$ cat config.mk
export PLATFORM = sky130hd
export DESIGN_NAME = bfdh_ctrl
export DESIGN_NICKNAME = d
export VERILOG_FILES = /design/src/design/bfdh_pkg.sv /design/src/design/bfdh_ctrl.sv
export SDC_FILE = /design/constraint.sdc
export NUM_CORES = 1
export LEC_CHECK = 0
export BUFFER_PORTS_ARGS = -buffer_cell sky130_fd_sc_hd__buf_2
export CORE_AREA = 2 2 39 41
export DETAILED_ROUTE_END_ITERATION = 7
export DIE_AREA = 0 0 41 43
export GPL_TIMING_DRIVEN = 0
export SLEW_MARGIN = 20
export SYNTH_ARGS = -nofsm -noshare
export SYNTH_HDL_FRONTEND = slang
export SYNTH_SLANG_ARGS = --single-unit
$ cat constraint.sdc
create_clock -name i_clk -period 1.55 [get_ports i_clk]
set_input_delay 0.2325 -clock i_clk [delete_from_list [all_inputs] [get_ports i_clk]]
set_output_delay 0.2325 -clock i_clk [all_outputs]
set_load 0.01 [all_outputs]
$ cat src/design/bfdh_pkg.sv
// ----------------------------------------------------------------------------
// bfdh_pkg
// shared types and constants of the bloom filter double hash unit
// ----------------------------------------------------------------------------
`default_nettype none

package bfdh_pkg;

    localparam int WORD_BITS   = 64;
    localparam int MAX_WORDS   = 1024;
    localparam int FILTER_BITS = WORD_BITS * MAX_WORDS;

    localparam int WORD_IDX_W  = $clog2(MAX_WORDS);
    localparam int BIT_IDX_W   = $clog2(WORD_BITS);
    localparam int POS_W       = WORD_IDX_W + BIT_IDX_W;

    localparam int HASH_W      = 32;
    localparam int WIDTH_W     = 17;
    localparam int NHASH_W     = 6;
    localparam int CFG_DATA_W  = 17;
    localparam int CFG_IDX_W   = 2;

    // remainder unit: hash bits consumed per cycle
    localparam int DIGIT_BITS  = 4;
    localparam int MOD_STEPS   = HASH_W / DIGIT_BITS;
    localparam int STEP_CNT_W  = $clog2(MOD_STEPS);

    localparam logic [CFG_IDX_W-1:0] CFG_WIDTH_BITS = 2'd0;
    localparam logic [CFG_IDX_W-1:0] CFG_NUM_HASHES = 2'd1;

    localparam logic FUNC_ADD  = 1'b0;
    localparam logic FUNC_TEST = 1'b1;

    localparam logic [WIDTH_W-1:0] WIDTH_RESET = WIDTH_W'(FILTER_BITS);
    localparam logic [NHASH_W-1:0] NHASH_RESET = NHASH_W'(4);

    typedef enum logic [2:0] {
        ST_CLEAR,
        ST_IDLE,
        ST_MOD,
        ST_READ,
        ST_CHECK,
        ST_DONE
    } t_state;

    typedef struct packed {
        logic clr_step;
        logic load;
        logic mod_step;
        logic check;
    } t_dp_cmd;

    typedef struct packed {
        logic clr_last;
        logic n_zero;
        logic mod_last;
        logic probe_last;
        logic bit_set;
        logic is_test;
    } t_dp_stat;

    // one restoring remainder step: bring in one dividend bit
    function automatic logic [POS_W-1:0] rem_step(
        input logic [POS_W-1:0]   rem,
        input logic               din,
        input logic [WIDTH_W-1:0] modulus
    );
        logic [WIDTH_W-1:0] t;
        t = {rem, din};
        if (t >= modulus) begin
            t = t - modulus;
        end
        return t[POS_W-1:0];
    endfunction

endpackage

`default_nettype wire

$ cat src/design/bfdh_ctrl.sv
// ----------------------------------------------------------------------------
// bfdh_ctrl
// sequencer for store clearing and the probe loop of each request
// ----------------------------------------------------------------------------
`default_nettype none

module bfdh_ctrl (
    input  wire logic               i_clk,
    input  wire logic               i_rst_n,
    input  wire logic               i_start,
    input  wire bfdh_pkg::t_dp_stat i_stat,
    output bfdh_pkg::t_dp_cmd       o_cmd,
    output logic                    o_busy,
    output logic                    o_done
);

    bfdh_pkg::t_state r_state;
    bfdh_pkg::t_state n_state;

    always_ff @(posedge i_clk) begin
        if (!i_rst_n) begin
            r_state <= bfdh_pkg::ST_CLEAR;
        end else begin
            r_state <= n_state;
        end
    end

    always_comb begin
        n_state = r_state;
        unique case (r_state)
            bfdh_pkg::ST_CLEAR: begin
                if (i_stat.clr_last) n_state = bfdh_pkg::ST_IDLE;
            end
            bfdh_pkg::ST_IDLE: begin
                if (i_start) begin
                    n_state = i_stat.n_zero ? bfdh_pkg::ST_DONE : bfdh_pkg::ST_MOD;
                end
            end
            bfdh_pkg::ST_MOD: begin
                if (i_stat.mod_last) n_state = bfdh_pkg::ST_READ;
            end
            bfdh_pkg::ST_READ: begin
                n_state = bfdh_pkg::ST_CHECK;
            end
            bfdh_pkg::ST_CHECK: begin
                // a test stops at the first clear bit
                if (i_stat.probe_last || (i_stat.is_test && !i_stat.bit_set)) begin
                    n_state = bfdh_pkg::ST_DONE;
                end else begin
                    n_state = bfdh_pkg::ST_MOD;
                end
            end
            bfdh_pkg::ST_DONE: begin
                n_state = bfdh_pkg::ST_IDLE;
            end
            default: n_state = bfdh_pkg::ST_CLEAR;
        endcase
    end

    always_comb begin
        o_cmd  = '0;
        o_busy = 1'b1;
        o_done = 1'b0;
        unique case (r_state)
            bfdh_pkg::ST_CLEAR: o_cmd.clr_step = 1'b1;
            bfdh_pkg::ST_IDLE: begin
                o_busy     = 1'b0;
                o_cmd.load = i_start;
            end
            bfdh_pkg::ST_MOD:   o_cmd.mod_step = 1'b1;
            bfdh_pkg::ST_READ:  ;
            bfdh_pkg::ST_CHECK: o_cmd.check = 1'b1;
            bfdh_pkg::ST_DONE:  o_done = 1'b1;
            default: ;
        endcase
    end

endmodule

`default_nettype wire

==> results of run 1 <==
[layer usage]
metal	global-route usage, %	share of wire [%]	vias to the layer above
li1	-	-	160
met5	0	0	-
met3	1.57	8.0	0
met4	8.00	0	0
met2	13.4	47	10
met1	13.5	45	135
[cell type report]
class	instances	area (sq um)
Fill cell	165	988
Clock buffer	4	26.3
Buffer	2	22.5
Sequential cell	3	60.1
Multi-Input combinational cell	25	181
Inverter	2	7.51
Tap cell	16	20.0
Timing Repair Buffer	15	77.6
[repair_timing]
item / CTS / global route
buffers inserted: 0 / 1
endpoints found under the hold margin: 0 / 0
resized for setup: 0 / 0
setup endpoints to repair: 0 / 1
[worst max-delay path, stage by stage, from the launching register on]
cell,delay [ps]
dfxtp_1,310
buf_6,120
or3b_4,390
inv_1,60
buf_2,120
[worst paths after layout]
check	slack [ps]	to	from
worst max register to register	140	r_state[1]	r_state[2]
worst min-delay path	280	r_state[0]	i_rst_n
worst max-delay path	80	o_cmd[0]	r_state[2]
worst min register to register	620	r_state[1]	r_state[0]
[Yosys cell counts]
cell	count
nand2_1	1
or3b_4	1
or4b_1	1
o21bai_1	1
nor3b_1	2
nor2_1	3
nor4b_1	1
o211ai_1	2
o31ai_1	1
mux2i_1	1
nand3_1	1
and3b_2	1
a22oi_1	1
dfxtp_1	3
a31o_2	1
a21oi_1	1
buf_6	2
and3_1	2
nand3b_1	1
inv_1	2
a21boi_1	1
a211oi_2	1
nor3_1	1
[power by group through the flow]
stage / registers [uW] / clock network, uW / logic [uW]
detailed placement: 112 / 0 / 213
global route: 115 / 151 / 244
floorplan: 107 / 0 / 153
finish: 111 / 137 / 217
global placement: 112 / 0 / 212
CTS: 111 / 143 / 215
[cell families after synthesis]
| logic type | after synthesis |
|---|---|
| buffers and inverters | 4 |
| flip-flops | 3 |
| AND/OR/NAND/NOR | 15 |
| multiplexers | 1 |
| AO/OA/AOI/OAI | 9 |
[per-stage QoR]
step           utilization, %  cell area, sq um  hold WS [ps]  instances
2_1_floorplan               -               272           378         32
3_3_place_gp             26.1               362           517         62
5_1_grt                  28.6               395           284         67
4_1_cts                  28.0               388           270         66
3_5_place_dp             26.1               362           513         62
6_report                 28.6               395           276         67
==> impl_metrics.env, run 1 <==
export IMPL_sequentialPowerShare_pct=23.8
export IMPL_rsz0062_at_grt="false"
export IMPL_critPathLaunchType="flip-flop"
export IMPL_hold_depth=2
export IMPL_min_path_type="in2reg"
export IMPL_ys_warn_count=0
export IMPL_dpl_worst_slack_ps=270
export IMPL_die_h_um=43
export IMPL_cts_buffers_inserted=3
export IMPL_comb_power_share_pct=46.7
export IMPL_grt_max_degree=11
export IMPL_setup_tns_ps=0
export IMPL_initial_core_util_pct=19.6
export IMPL_cap_violations=0
export IMPL_overflow=0
export IMPL_clk_pin_slew_ps=40
export IMPL_grt_usage_pct=10.0
export IMPL_layout_drive_gt1_share_pct=47.1
export IMPL_synth_area_sq_um=272
export IMPL_path_max_fanout=10
export IMPL_dpl_hpwl_um=524
export IMPL_clockBufferDepth=2
export IMPL_largest_reg_flops=3
export IMPL_p_int_uw=298
export IMPL_peakVddDrop_mv=0.258
export IMPL_post_synth_num_cell_types=23
export IMPL_finClkSkew_ps=1.87
export IMPL_totalPowerFinal_uw=466
export IMPL_clkSinkCount=3
export IMPL_drcViolationCount=0
export IMPL_period_share_pct=94.6
export IMPL_coreArea_sq_mm=0.00138
export IMPL_insertion_delay_ps=230
export IMPL_muxShareOfSynthArea_pct=3.69
export IMPL_power_leakage_uw=0.000193
export IMPL_cts_tree="yes"
export IMPL_reg_top3="r_state (3)"
export IMPL_fin_crit_ps=1470
export IMPL_area_growth_pct=45.6
export IMPL_cts_root_buffer="clkbuf_4"
export IMPL_yosys_area_share_simple_pct=36.9
export IMPL_via_per_inst=4.55
export IMPL_vias=305
export IMPL_syn_area_per_cell_sq_um=8.48
export IMPL_drtIter0Drc=6
export IMPL_nets=61
export IMPL_hold_viol=0
export IMPL_maxSlewHeadroom_pct=81.7
export IMPL_drt_first_pass_iters=2
export IMPL_drv_slew=0
export IMPL_crit_required_ps=1320
export IMPL_wl_um=709
export IMPL_syn_nets=41
export IMPL_synth_area_top_cells="dfxtp_1 22%, buf_6 8.3%, nor3b_1 5.5%"
export IMPL_die_area_sq_mm=0.00176
export IMPL_postSynthCellCount=32
export IMPL_synth_compound_area_share_pct=26.3
export IMPL_n_antenna_cell=0
export IMPL_grt_pass1_vias=307
export IMPL_postCtsHoldBufs=0
export IMPL_ant_nets=0
export IMPL_route_detailed_wl_per_inst_um=10.6
export IMPL_setup_violations=0
export IMPL_grt_first_pass_wirelength_um=1200
export IMPL_final_cell_mix="14 x buf_2, 3 x nor2_1, 3 x clkbuf_4, 3 x dfxtp_1"
export IMPL_antenna_found_initial=0
export IMPL_setup_worst_path_end_class="primary output"
export IMPL_ys_ff_latch=3
export IMPL_globalplace_congestion=0.781
export IMPL_layout_cells_most_common="buf_2"
export IMPL_htreeDepth=1
export IMPL_power_per_cell_area_mw_per_mm2=1180
export IMPL_synthDominantCellAreaShare_pct=22.1
export IMPL_arrival_ps=1230
export IMPL_num_rows=14
export IMPL_switching_share_pct=36.1
export IMPL_die_x_um=41
export IMPL_synth_largest_area_cell="dfxtp_1"
export IMPL_synth_xor_xnor_area_share_pct=0
export IMPL_worstSetupPathType="reg2out"
export IMPL_p_clk_share_pct=29.5
export IMPL_synth_adder_area_share_pct=0
export IMPL_max_slew_worst_pin_slew_ps=274
export IMPL_largest_register="r_state"
export IMPL_setup_ws_ps=83.4
export IMPL_synth_seq_area_share_pct=22.1
export IMPL_worst_r2r_path_depth=6
export IMPL_fmax_mhz=682
export IMPL_synth_top_family_by_area="simple AND/OR/NAND/NOR gates"
export IMPL_status="complete, no violations"
export IMPL_power_switching_uw=168
export IMPL_pin_count=15
export IMPL_io_buffers=14
No activity file was read; power rests on OpenSTA's default activity.
==> run 2, diff against run 1 <==
==> constraint.sdc (replaced) <==
create_clock -name i_clk -period 1.55 [get_ports i_clk]
set_input_delay 0.31 -clock i_clk [delete_from_list [all_inputs] [get_ports i_clk]]
set_output_delay 0.31 -clock i_clk [all_outputs]
set_load 0.01 [all_outputs]
==> run 2 against run 1 <==
Net effect: setup slack worse by 40 ps; global-route usage is 0.40 points higher; final cell count is 6.0% higher; via count is 8.9% higher; sequential power hardly changed; total power is 6.5% higher; register-to-register slack hardly changed; clock-buffer cell count stayed put; routed wire length is 3.4% higher; fmax is 2.6% lower; worst hold slack better by 76 ps; largest cell class unchanged; largest power group unchanged; highest routed layer unchanged.
==> impl_metrics.env, run 2 (synthesized netlist as in run 1, its figures left out) <==
export IMPL_postCtsHoldBufs=0
export IMPL_drtIter0Drc=4
export IMPL_power_leakage_uw=0.000218
export IMPL_min_path_type="in2reg"
export IMPL_die_x_um=41
export IMPL_setup_worst_path_end_class="primary output"
export IMPL_n_antenna_cell=0
export IMPL_route_detailed_wl_per_inst_um=10.3
export IMPL_largest_register="r_state"
export IMPL_fin_util_pct=32.3
export IMPL_cp_slowest_cell="or3b_4"
export IMPL_wl_um=733
export IMPL_path_cells="buf_6, or3b_4, inv_2, buf_6"
export IMPL_hold_viol=0
export IMPL_max_slew_worst_pin_slew_ps=268
export IMPL_setup_ws_ps=43.9
export IMPL_placed_area_sq_um=362
export IMPL_dpl_worst_slack_ps=225
export IMPL_grt_pass1_vias=326
export IMPL_clockBufferDepth=2
export IMPL_switching_share_pct=35.5
export IMPL_io_buffers=14
export IMPL_crit_required_ps=1240
export IMPL_dpl_cell_count=62
export IMPL_drt_first_pass_iters=2
export IMPL_globalplace_congestion=0.781
export IMPL_path_max_fanout=6
export IMPL_coreArea_sq_mm=0.00138
export IMPL_peakVddDrop_mv=0.292
export IMPL_drv_slew=0
export IMPL_p_clk_share_pct=27.9
export IMPL_overflow=0
export IMPL_fin_crit_ps=1510
export IMPL_htreeDepth=1
export IMPL_final_cell_mix="13 x buf_2, 5 x buf_4, 3 x buf_6, 3 x clkbuf_4"
export IMPL_finClkSkew_ps=3.09
export IMPL_largest_reg_flops=3
export IMPL_grt_first_pass_wirelength_um=1250
export IMPL_slowest_delay_ps=390
export IMPL_cts_tree="yes"
export IMPL_initial_core_util_pct=19.6
export IMPL_critical_path_top_delay_family="simple AND/OR/NAND/NOR gates"
export IMPL_setup_violations=0
export IMPL_p_int_uw=320
export IMPL_status="complete, no violations"
export IMPL_cts_buffers_inserted=3
export IMPL_power_per_cell_area_mw_per_mm2=1110
export IMPL_clk_pin_slew_ps=40
export IMPL_period_share_pct=97.2
export IMPL_die_h_um=43
export IMPL_fmax_mhz=664
export IMPL_layout_drive_gt1_share_pct=61.8
export IMPL_cp_common_cell="buf_6"
export IMPL_cp_num_buf_inv=3
export IMPL_arrival_ps=1200
export IMPL_maxSlewHeadroom_pct=82.1
export IMPL_pin_count=15
export IMPL_nets=65
export IMPL_insertion_delay_ps=230
export IMPL_cap_violations=0
export IMPL_cts_root_buffer="clkbuf_4"
export IMPL_ant_nets=0
export IMPL_dpl_hpwl_um=524
export IMPL_drcViolationCount=0
export IMPL_worstSetupPathType="reg2out"
export IMPL_grt_usage_pct=10.4
export IMPL_num_rows=14
export IMPL_grt_max_degree=11
export IMPL_vias=332
export IMPL_die_area_sq_mm=0.00176
export IMPL_area_growth_pct=64.5
export IMPL_fin_cells=71
export IMPL_holdWs_ps=351
export IMPL_finish_instance_area_sq_um=447
export IMPL_antenna_found_initial=0
export IMPL_power_switching_uw=176
export IMPL_reg_top3="r_state (3)"
export IMPL_clkSinkCount=3
export IMPL_sequentialPowerShare_pct=22.9
export IMPL_critPathLaunchType="flip-flop"
export IMPL_layout_cells_most_common="buf_2"
export IMPL_via_per_inst=4.68
export IMPL_comb_power_share_pct=49.2
==> run 2: cell count changes in the layout (fill, tap and decap cells not counted), sizes merged <==
| cell | delta |
|---|---|
| buf | +4 |
==> run 2: metrics by stage <==
stage	TNS [ps]	total power (uW)
4_1_cts	0	484
3_3_place_gp	0	323
3_5_place_dp	0	325
5_1_grt	-1.65	543
6_report	0	496
2_1_floorplan	0	259
==> run 2: final cells by class <==
| class | instances | area, sq um |
|---|---|---|
| Fill cell | 164 | 937 |
| Multi-Input combinational cell | 25 | 194 |
| Timing Repair Buffer | 19 | 114 |
| Sequential cell | 3 | 62.6 |
| Clock buffer | 4 | 26.3 |
| Buffer | 2 | 22.5 |
| Tap cell | 16 | 20.0 |
| Inverter | 2 | 7.51 |
==> run 2: repair_timing <==
item	4_1_cts	5_1_grt
buffers inserted	4	1
pin swaps	0	1
resized for setup	2	5
setup endpoints to repair	1	4
==> run 2: path summary, 6_finish.rpt <==
kind	startpoint	end	slack, ps	cells after the start
setup / recovery	r_state[2]	o_cmd[0]	40	4
setup reg to reg	r_state[2]	r_state[1]	150	5
hold reg to reg	r_state[0]	r_state[1]	610	2
hold / removal	i_rst_n	r_state[0]	350	2
==> run 2: routing by layer <==
layer	global-route usage, %	wire length [um]	vias to the layer above
met3	1.57	54	0
met2	14.4	374	10
met4	8.00	0	0
met1	13.8	304	155
li1	-	-	167
met5	0	0	-
==> run 2: power by group through the flow <==
stage                     clock network, uW  registers (uW)  logic, uW
after global placement                    0             112        212
after detailed placement                  0             112        213
final                                   139             114        244
after global routing                    151             117        275
after floorplan                           0             107        153
after CTS                               143             112        229
==> run 3, diff against run 2 <==
Settings changed: MAX_ROUTING_LAYER set to met4.
==> run 3 against run 2 <==
Net effect: clock-buffer cell count is the same; first-iteration DRC count unchanged; final cell count stayed put; clock power about the same; routed wire length fell by 2.0%; global-route usage up 0.26 points; critical path type unchanged; largest cell class unchanged.
==> impl_metrics.env, run 3 (synthesized netlist as in run 1, its figures left out) <==
export IMPL_status="complete, no violations"
export IMPL_reg_top3="r_state (3)"
export IMPL_path_cells="buf_6, or3b_4, inv_2, buf_6"
export IMPL_initial_core_util_pct=19.6
export IMPL_power_switching_uw=175
export IMPL_setup_tns_ps=0
export IMPL_p_int_uw=320
export IMPL_drcViolationCount=0
export IMPL_coreArea_sq_mm=0.00138
export IMPL_antenna_found_initial=0
export IMPL_layout_drive_gt1_share_pct=61.8
export IMPL_power_leakage_uw=0.000218
export IMPL_cp_slowest_cell="or3b_4"
export IMPL_largest_register="r_state"
export IMPL_drt_first_pass_iters=2
export IMPL_rsz0062_at_grt="false"
export IMPL_max_slew_worst_pin_slew_ps=246
export IMPL_clockBufferDepth=2
export IMPL_cts_buffers_inserted=3
export IMPL_p_clk_share_pct=28.0
export IMPL_hold_viol=0
export IMPL_critical_path_top_delay_family="simple AND/OR/NAND/NOR gates"
export IMPL_fin_util_pct=32.3
export IMPL_drv_slew=0
export IMPL_arrival_ps=1190
export IMPL_largest_reg_flops=3
export IMPL_worstSetupPathType="reg2out"
export IMPL_peakVddDrop_mv=0.292
export IMPL_finClkSkew_ps=3.09
export IMPL_route_detailed_wl_per_inst_um=10.1
export IMPL_crit_required_ps=1240
export IMPL_num_rows=14
export IMPL_cap_violations=0
export IMPL_switching_share_pct=35.4
export IMPL_ant_nets=0
export IMPL_vias=326
export IMPL_min_path_type="in2reg"
export IMPL_area_growth_pct=64.5
export IMPL_grt_usage_pct=10.7
export IMPL_path_max_fanout=6
export IMPL_cts_root_buffer="clkbuf_4"
export IMPL_postCtsHoldBufs=0
export IMPL_n_antenna_cell=0
export IMPL_die_h_um=43
export IMPL_clk_pin_slew_ps=40
export IMPL_setup_violations=0
export IMPL_layout_cells_most_common="buf_2"
export IMPL_holdWs_ps=351
export IMPL_slowest_delay_ps=390
export IMPL_io_buffers=14
export IMPL_via_per_inst=4.59
export IMPL_grt_pass1_vias=323
export IMPL_cts_tree="yes"
export IMPL_final_cell_mix="13 x buf_2, 5 x buf_4, 3 x buf_6, 3 x clkbuf_4"
export IMPL_fin_crit_ps=1500
export IMPL_critPathLaunchType="flip-flop"
export IMPL_dpl_hpwl_um=524
export IMPL_cp_common_cell="buf_6"
export IMPL_die_area_sq_mm=0.00176
export IMPL_htreeDepth=1
export IMPL_die_x_um=41
export IMPL_setup_worst_path_end_class="primary output"
export IMPL_cp_num_buf_inv=3
export IMPL_globalplace_congestion=0.791
export IMPL_nets=65
export IMPL_maxSlewHeadroom_pct=83.3
export IMPL_overflow=0
export IMPL_grt_first_pass_wirelength_um=1260
export IMPL_grt_max_degree=11
export IMPL_pin_count=15
export IMPL_wl_um=718
export IMPL_period_share_pct=96.7
export IMPL_sequentialPowerShare_pct=22.9
export IMPL_drtIter0Drc=4
export IMPL_clkSinkCount=3
export IMPL_power_per_cell_area_mw_per_mm2=1110
export IMPL_insertion_delay_ps=230
export IMPL_comb_power_share_pct=49.1
export IMPL_fmax_mhz=667
run 3: cell counts in the layout (fill, tap and decap cells not counted):
No cell type changed its count.
run 3: layout make-up:
cell class	instances	area, sq um
Tap cell	16	20.0
Clock buffer	4	26.3
Multi-Input combinational cell	25	194
Buffer	2	22.5
Timing Repair Buffer	19	114
Inverter	2	7.51
Sequential cell	3	62.6
Fill cell	164	937
run 3: path summary, 6_finish.rpt:
check / startpoint / to / slack (ps) / cells past startpoint
max: r_state[2] / o_cmd[0] / 50 / 4
min: i_rst_n / r_state[0] / 350 / 2
max reg2reg: r_state[2] / r_state[1] / 150 / 5
min reg2reg: r_state[0] / r_state[1] / 610 / 2
run 3: power by group through the flow:
stage	Sequential, uW	Clock (uW)	Combinational, uW
6_report	114	139	243
5_1_grt	117	151	275
4_1_cts	112	143	229
3_5_place_dp	112	0	213
3_3_place_gp	112	0	212
2_1_floorplan	107	0	153
run 3: layer usage:
layer  share of wire [%]  vias up  GRT usage [%]
met5                   0        -              -
met4                   0        0           8.00
met3                 8.1        0           1.57
met2                  50       10           14.4
met1                  41      149           13.8
li1                    -      167              -
run 3: what timing repair did:
item,in CTS,in global routing
buffers inserted,4,1
pin swaps,0,1
setup endpoints to repair,1,4
resized for setup,2,5
run 3: metrics by stage:
stage / setup slack, ps / std cells / power, uW / area (sq um)
6_report: 50.9 / 71 / 495 / 447
5_1_grt: 1.32 / 71 / 543 / 447
4_1_cts: 4.22 / 70 / 484 / 420
3_5_place_dp: 225 / 62 / 325 / 362
3_3_place_gp: 240 / 62 / 323 / 362
2_1_floorplan: 337 / 32 / 259 / 272
